<file path="src/rtl/tsl_pkg.sv">
package tsl_pkg;

  localparam int TIME_W     = 48;
  localparam int BEAT_W     = 48;
  localparam int OUT_W      = 24;
  localparam int CFG_IDX_W  = 3;
  localparam int CFG_DATA_W = 32;
  localparam int UNIT_W     = 17;

  localparam logic [UNIT_W-1:0] UNIT_ONE = 17'h10000;

  // waveform codes
  localparam logic [2:0] WAVE_COSINE    = 3'd0;
  localparam logic [2:0] WAVE_TRIANGLE  = 3'd1;
  localparam logic [2:0] WAVE_RAMP_UP   = 3'd2;
  localparam logic [2:0] WAVE_RAMP_DOWN = 3'd3;
  localparam logic [2:0] WAVE_SQUARE    = 3'd4;

  // register indexes
  localparam logic [CFG_IDX_W-1:0] REG_WAVEFORM     = 3'd0;
  localparam logic [CFG_IDX_W-1:0] REG_BIPOLAR      = 3'd1;
  localparam logic [CFG_IDX_W-1:0] REG_DEPTH        = 3'd2;
  localparam logic [CFG_IDX_W-1:0] REG_CENTRE       = 3'd3;
  localparam logic [CFG_IDX_W-1:0] REG_RATE         = 3'd4;
  localparam logic [CFG_IDX_W-1:0] REG_BEATS        = 3'd5;
  localparam logic [CFG_IDX_W-1:0] REG_OFFSET       = 3'd6;

  typedef struct packed {
    logic [2:0]         waveform;
    logic               bipolar;
    logic signed [23:0] depth;
    logic signed [23:0] centre;
    logic [31:0]        rate;
    logic [31:0]        beats;
    logic [23:0]        offset;
  } cfg_t;

  localparam logic [63:0] Q30_ONE = 64'd1 << 30;
  localparam logic [63:0] PI_Q30  = 64'd3373259426;

  // sin^2(pi*k/n) in q.16, only evaluated on constants to fill the table
  function automatic logic [UNIT_W-1:0] sine_sq_entry(input int unsigned k,
                                                      input int unsigned bits);
    logic [63:0] n;
    logic [63:0] m;
    logic [63:0] th;
    logic [63:0] t2;
    logic [63:0] a;
    logic [63:0] s;
    logic [63:0] u;
    n  = 64'd1 << bits;
    m  = (64'(k) > (n >> 1)) ? n - 64'(k) : 64'(k);
    th = (PI_Q30 * m) >> bits;
    t2 = (th * th) >> 30;
    a  = Q30_ONE - t2 / 64'd110;
    a  = Q30_ONE - ((t2 * a) >> 30) / 64'd72;
    a  = Q30_ONE - ((t2 * a) >> 30) / 64'd42;
    a  = Q30_ONE - ((t2 * a) >> 30) / 64'd20;
    a  = Q30_ONE - ((t2 * a) >> 30) / 64'd6;
    s  = (th * a) >> 30;
    u  = (s * s + (64'd1 << 43)) >> 44;
    return (u > 64'(UNIT_ONE)) ? UNIT_ONE : u[UNIT_W-1:0];
  endfunction

endpackage

</file>
<file path="src/rtl/tsl_scale.sv">
module tsl_scale (
  input  logic                             clk_i,
  input  logic                             rst_ni,
  input  logic                             adv_i,
  input  tsl_pkg::cfg_t                    cfg_i,
  input  logic                             valid_i,
  input  logic [tsl_pkg::UNIT_W-1:0]       unit_i,
  output logic                             valid_o,
  output logic signed [tsl_pkg::OUT_W-1:0] lfo_out_o,
  output logic                             saturated_o
);

  localparam logic signed [26:0] OUT_MAX = 27'sd8388607;
  localparam logic signed [26:0] OUT_MIN = -27'sd8388608;

  logic signed [18:0] a_bi;
  logic signed [18:0] a_uni;
  logic signed [17:0] fac;

  assign a_bi  = $signed({1'b0, unit_i, 1'b0}) - 19'sd65536;
  assign a_uni = $signed({2'b0, unit_i}) - 19'sd32768;
  assign fac   = cfg_i.bipolar ? a_bi[17:0] : a_uni[17:0];

  // stage 1: depth product
  logic               v1_q;
  logic signed [41:0] prod_q;

  always_ff @(posedge clk_i or negedge rst_ni) begin
    if (!rst_ni) begin
      v1_q <= 1'b0;
    end else if (adv_i) begin
      v1_q <= valid_i;
    end
  end

  always_ff @(posedge clk_i) begin
    if (adv_i) begin
      prod_q <= fac * cfg_i.depth;
    end
  end

  // stage 2: round, offset, clip
  logic signed [41:0] rnd;
  logic signed [25:0] y;
  logic signed [23:0] base;
  logic signed [26:0] v;

  assign rnd  = prod_q + 42'sd32768;
  assign y    = rnd[41:16];
  assign base = cfg_i.bipolar ? 24'sd0 : cfg_i.centre;
  assign v    = {y[25], y} + {{3{base[23]}}, base};

  logic                             v2_q;
  logic signed [tsl_pkg::OUT_W-1:0] out_q;
  logic                             sat_q;

  always_ff @(posedge clk_i or negedge rst_ni) begin
    if (!rst_ni) begin
      v2_q <= 1'b0;
    end else if (adv_i) begin
      v2_q <= v1_q;
    end
  end

  always_ff @(posedge clk_i) begin
    if (adv_i) begin
      if (v > OUT_MAX) begin
        out_q <= OUT_MAX[23:0];
        sat_q <= 1'b1;
      end else if (v < OUT_MIN) begin
        out_q <= OUT_MIN[23:0];
        sat_q <= 1'b1;
      end else begin
        out_q <= v[23:0];
        sat_q <= 1'b0;
      end
    end
  end

  assign valid_o     = v2_q;
  assign lfo_out_o   = out_q;
  assign saturated_o = sat_q;

  a_sat_at_rail: assert property (@(posedge clk_i) disable iff (!rst_ni)
    v2_q && sat_q |-> out_q == OUT_MAX[23:0] || out_q == OUT_MIN[23:0])
    else $error("saturated flag without clipped value");

endmodule

</file>
<file path="config.mk">
export PLATFORM = sky130hd
export DESIGN_NAME = tsl_scale
export DESIGN_NICKNAME = d
export VERILOG_FILES = /design/src/rtl/tsl_pkg.sv /design/src/rtl/tsl_scale.sv
export SDC_FILE = /design/constraint.sdc
export NUM_CORES = 1
export LEC_CHECK = 0
export BUFFER_PORTS_ARGS = -buffer_cell sky130_fd_sc_hd__buf_2
export CAP_MARGIN = 20
export CORE_ASPECT_RATIO = 0.7
export CORE_MARGIN = 10
export CORE_UTILIZATION = 65
export CTS_BUF_LIST = sky130_fd_sc_hd__clkbuf_2
export CTS_CLUSTER_DIAMETER = 30
export DETAILED_ROUTE_END_ITERATION = 10
export PLACE_DENSITY = 0.87
export SYNTH_ARGS = -nofsm -noshare
export SYNTH_HDL_FRONTEND = slang
export SYNTH_SLANG_ARGS = --single-unit
</file>
<file path="constraint.sdc">
create_clock -name clk_i -period 8.9 [get_ports clk_i]
set_input_delay 0.445 -clock clk_i [delete_from_list [all_inputs] [get_ports clk_i]]
set_output_delay 0.445 -clock clk_i [all_outputs]
set_load 0.03 [all_outputs]
</file>
==> results.md <==
- Largest net degree at the start of global routing: 55
- Core area: 0.0281 mm²
- Worst path required time: around 9 ns
- Remaining DRCs: 0
- Final RePlAce weighted congestion: 0.939
- Dpl hpwl: 37900 µm
- Vias in the first global route: 15.8k
- Die Span X: 223 µm
- Die Y: 162 µm
- Final Hold Fails: 0
- Initial Util: 66.5%
- Final setup viols: 0
- CP startpoint: cfg_i[136]
- Dpl cells: roughly 2.4k
- Total number of vias: approximately 14k
- Non-filler cells, final: 2446
- Worst-Skew Late Latency: 0.51 ns
- RSZ-0062 raised after global routing: no
- H-tree levels: 2
- Worst slew margin: 52.7%
- DRT antenna net count: 0
- Worst slew pin tran: between 0.6 and 0.7 ns
- Layout Nets: 2785
- Syn_nets: 2751
- Initial DRC Count: approximately 1.3k
- CP arrival: 7.96 ns
- First-pass GRT wire length: 78000 µm
- CP max stage delay: approximately 0.74 ns
- Root buffer cell: clkbuf_2
- # rows: 51
- Tot GR Track Use: 26.5%
- Vias per cell: 5.86
- Number of max-cap violations: 0
- Cell area after synthesis: 0.0187 mm²
- WL/cell: 19.2 µm
- Reg-to-Reg Start: prod_q[17]
- Max Slew Vio Count: 0
- CTS Buf Count: 5
- TritonCTS sink count: 54
- Reg2reg path depth: 19
- Min Tclk post-route: 7.67 ns
- Post-synth top area share: 45.6%
- Routed WL: between 40000 and 50000 µm
- Hold Path Class: in -> reg
- Logic depth of the worst path, buffers included: 22
- Yosys warnings: 0
- CTS tree: built
- Worst path buffer plus inverter count: 5
- Layout cells sized above 1: 7.53%
- Crit path cell chain: buf_2, mux2_2, and2_1, fa_1, fa_1, ha_1, inv_1, fa_1, inv_1, fa_1, inv_1, fa_1, inv_1, ha_1, o211ai_1, a2111oi_0, o211ai_1, a21oi_1, nor2_1, o21ai_1, a31oi_1, xnor2_1
- Startpoint Class: input port
- Critical Path Fanout Max: 23
- RR Endpoint: lfo_out_o[17]
- CP max-delay cell: fa_1
- Detailed Routing Iterations Pass 1: 6
- Overflow after GRT: 0
- Synth top area cells: fa_1 (46%), inv_1 (9.8%), ha_1 (8.6%)
- Status: completed
- Initial antenna violation count: 3
- Unique masters post-synth: between 50 and 60
- Cell count after synthesis: 2037
- Post-route setup slack: 1.23 ns
- R2r setup slk: 4.54 ns
- Crit path to: prod_q[41]
- Post-synth EDFFs: 52
- Crit-path most repeated cell: fa_1
- Post-synth top flop: edfxtp_1
- Synth Area per Inst: 9.17 µm²
- Setup_tns: 0 ns
- Final worst-path cycle share: 86.1%
- Fin Clk Skew: 0.0588 ns
- Post-CTS Setup Inserts: 0
- Longest Clk Path Bufs: 2
- Post-synthesis register bit count: 54
- Reg clk slew, reported paths: 0.29 ns
- Top cells by count, synth: inv_1 (485), fa_1 (425), nand2_1 (328)
- Critical setup path kind: in -> reg
- FMAX: 0.130 GHz
- Pre-CTS setup slack: 0.810 ns
- IO Count: 187
- Seq/Total Area, Yosys: 8.63%
- Port bufs: 95
- Most common cell in the netlist: inv_1
- Area Overhead vs Synth: 4.46%
- Critical path capture point type: register
- Post-synth ARST share: 3.70%
- Crit-path leading delay family: adder cells
- Synth area leader: fa_1
- Die area: approximately 0.036 mm²
==> sequential cells by signal (all words and copies together) (netlist names) <==
| signal | count |
|---|---|
| prod_q | 27 |
| v1_q | 1 |
| saturated_o | 1 |
| lfo_out_o | 24 |
| valid_o | 1 |
==> worst min-delay path by stage <==
stage               startpoint  endpoint  slack (ns)  cells after the start
floorplan               rst_ni      v1_q        0.15                      0
global placement        rst_ni      v1_q        0.23                      1
detailed placement      rst_ni      v1_q        0.23                      1
CTS                    valid_i      v1_q        0.16                      2
global route           valid_i      v1_q        0.15                      2
finish                 valid_i      v1_q        0.17                      2
==> cells in the final DEF (no fill, tap or decap), types with 15 or more instances in the layout <==
master    instances
xor2_1           24
nand2_1         328
o21ai_0          23
xnor2_1          57
nor2b_1          30
inv_1           485
mux2_2           15
buf_4            17
edfxtp_1         52
nor2_1           47
ha_1            128
buf_2            95
and2_1          119
fa_1            425
o21ai_1          20
a21oi_1          37
a21o_1           18
nand3_1          16
==> what timing repair did <==
action	in CTS	in global routing
hold buffers	1	0
resized for setup	0	0
hold endpoints to repair	2	0
==> routing by layer <==
metal	vias to the layer above	global-route usage, %	wire (µm)
li1	6145	-	-
met1	7114	33.0	17300
met2	898	43.7	22100
met3	183	6.76	5500
met4	2	10.4	2120
met5	-	0.699	15
==> logic make-up after synthesis <==
logic type                 synth area share [%]
buffers and inverters                      11.6
and+or+nand+nor                            14.8
AOI/OAI and AO/OA                          5.92
adders and majority gates                  54.1
muxes                                      1.09
DFF                                        8.63
xor gates and xnor gates                   3.80
==> stage by stage <==
stage / hold slack [ns] / cell area, µm² / utilization [%]
detailed placement: 0.232 / 19400 / 69.1
CTS: 0.160 / 19500 / 69.4
floorplan: 0.149 / 18700 / -
finish: 0.174 / 19500 / 69.5
global placement: 0.230 / 19400 / 69.1
global route: 0.149 / 19500 / 69.5
==> cell type report <==
type                       instances  area [µm²]
inverter                         485        1820
antenna                            3        7.51
clock buffer                       5        25.0
sequential                        54        1610
clock inverter                     3        43.8
multi-input combinational       1411       14900
fill                            2077        8570
timing repair buffer             114         628
tap                              371         464
==> worst register-to-register path, delay by kind of cell (launching register included) <==
kind                     cells  cell delay, ns
flip-flops                   1            0.46
adder cells (fa/ha/maj)      1            0.21
XOR/XNOR                     2            0.26
buffers and inverters        1            0.22
AO/OA/AOI/OAI                5            0.90
AND/OR/NAND/NOR             10            2.15
Power is left out: the tool's default activity adds up to more than one toggle a clock period on the data nets, which glitch-free logic cannot reach.
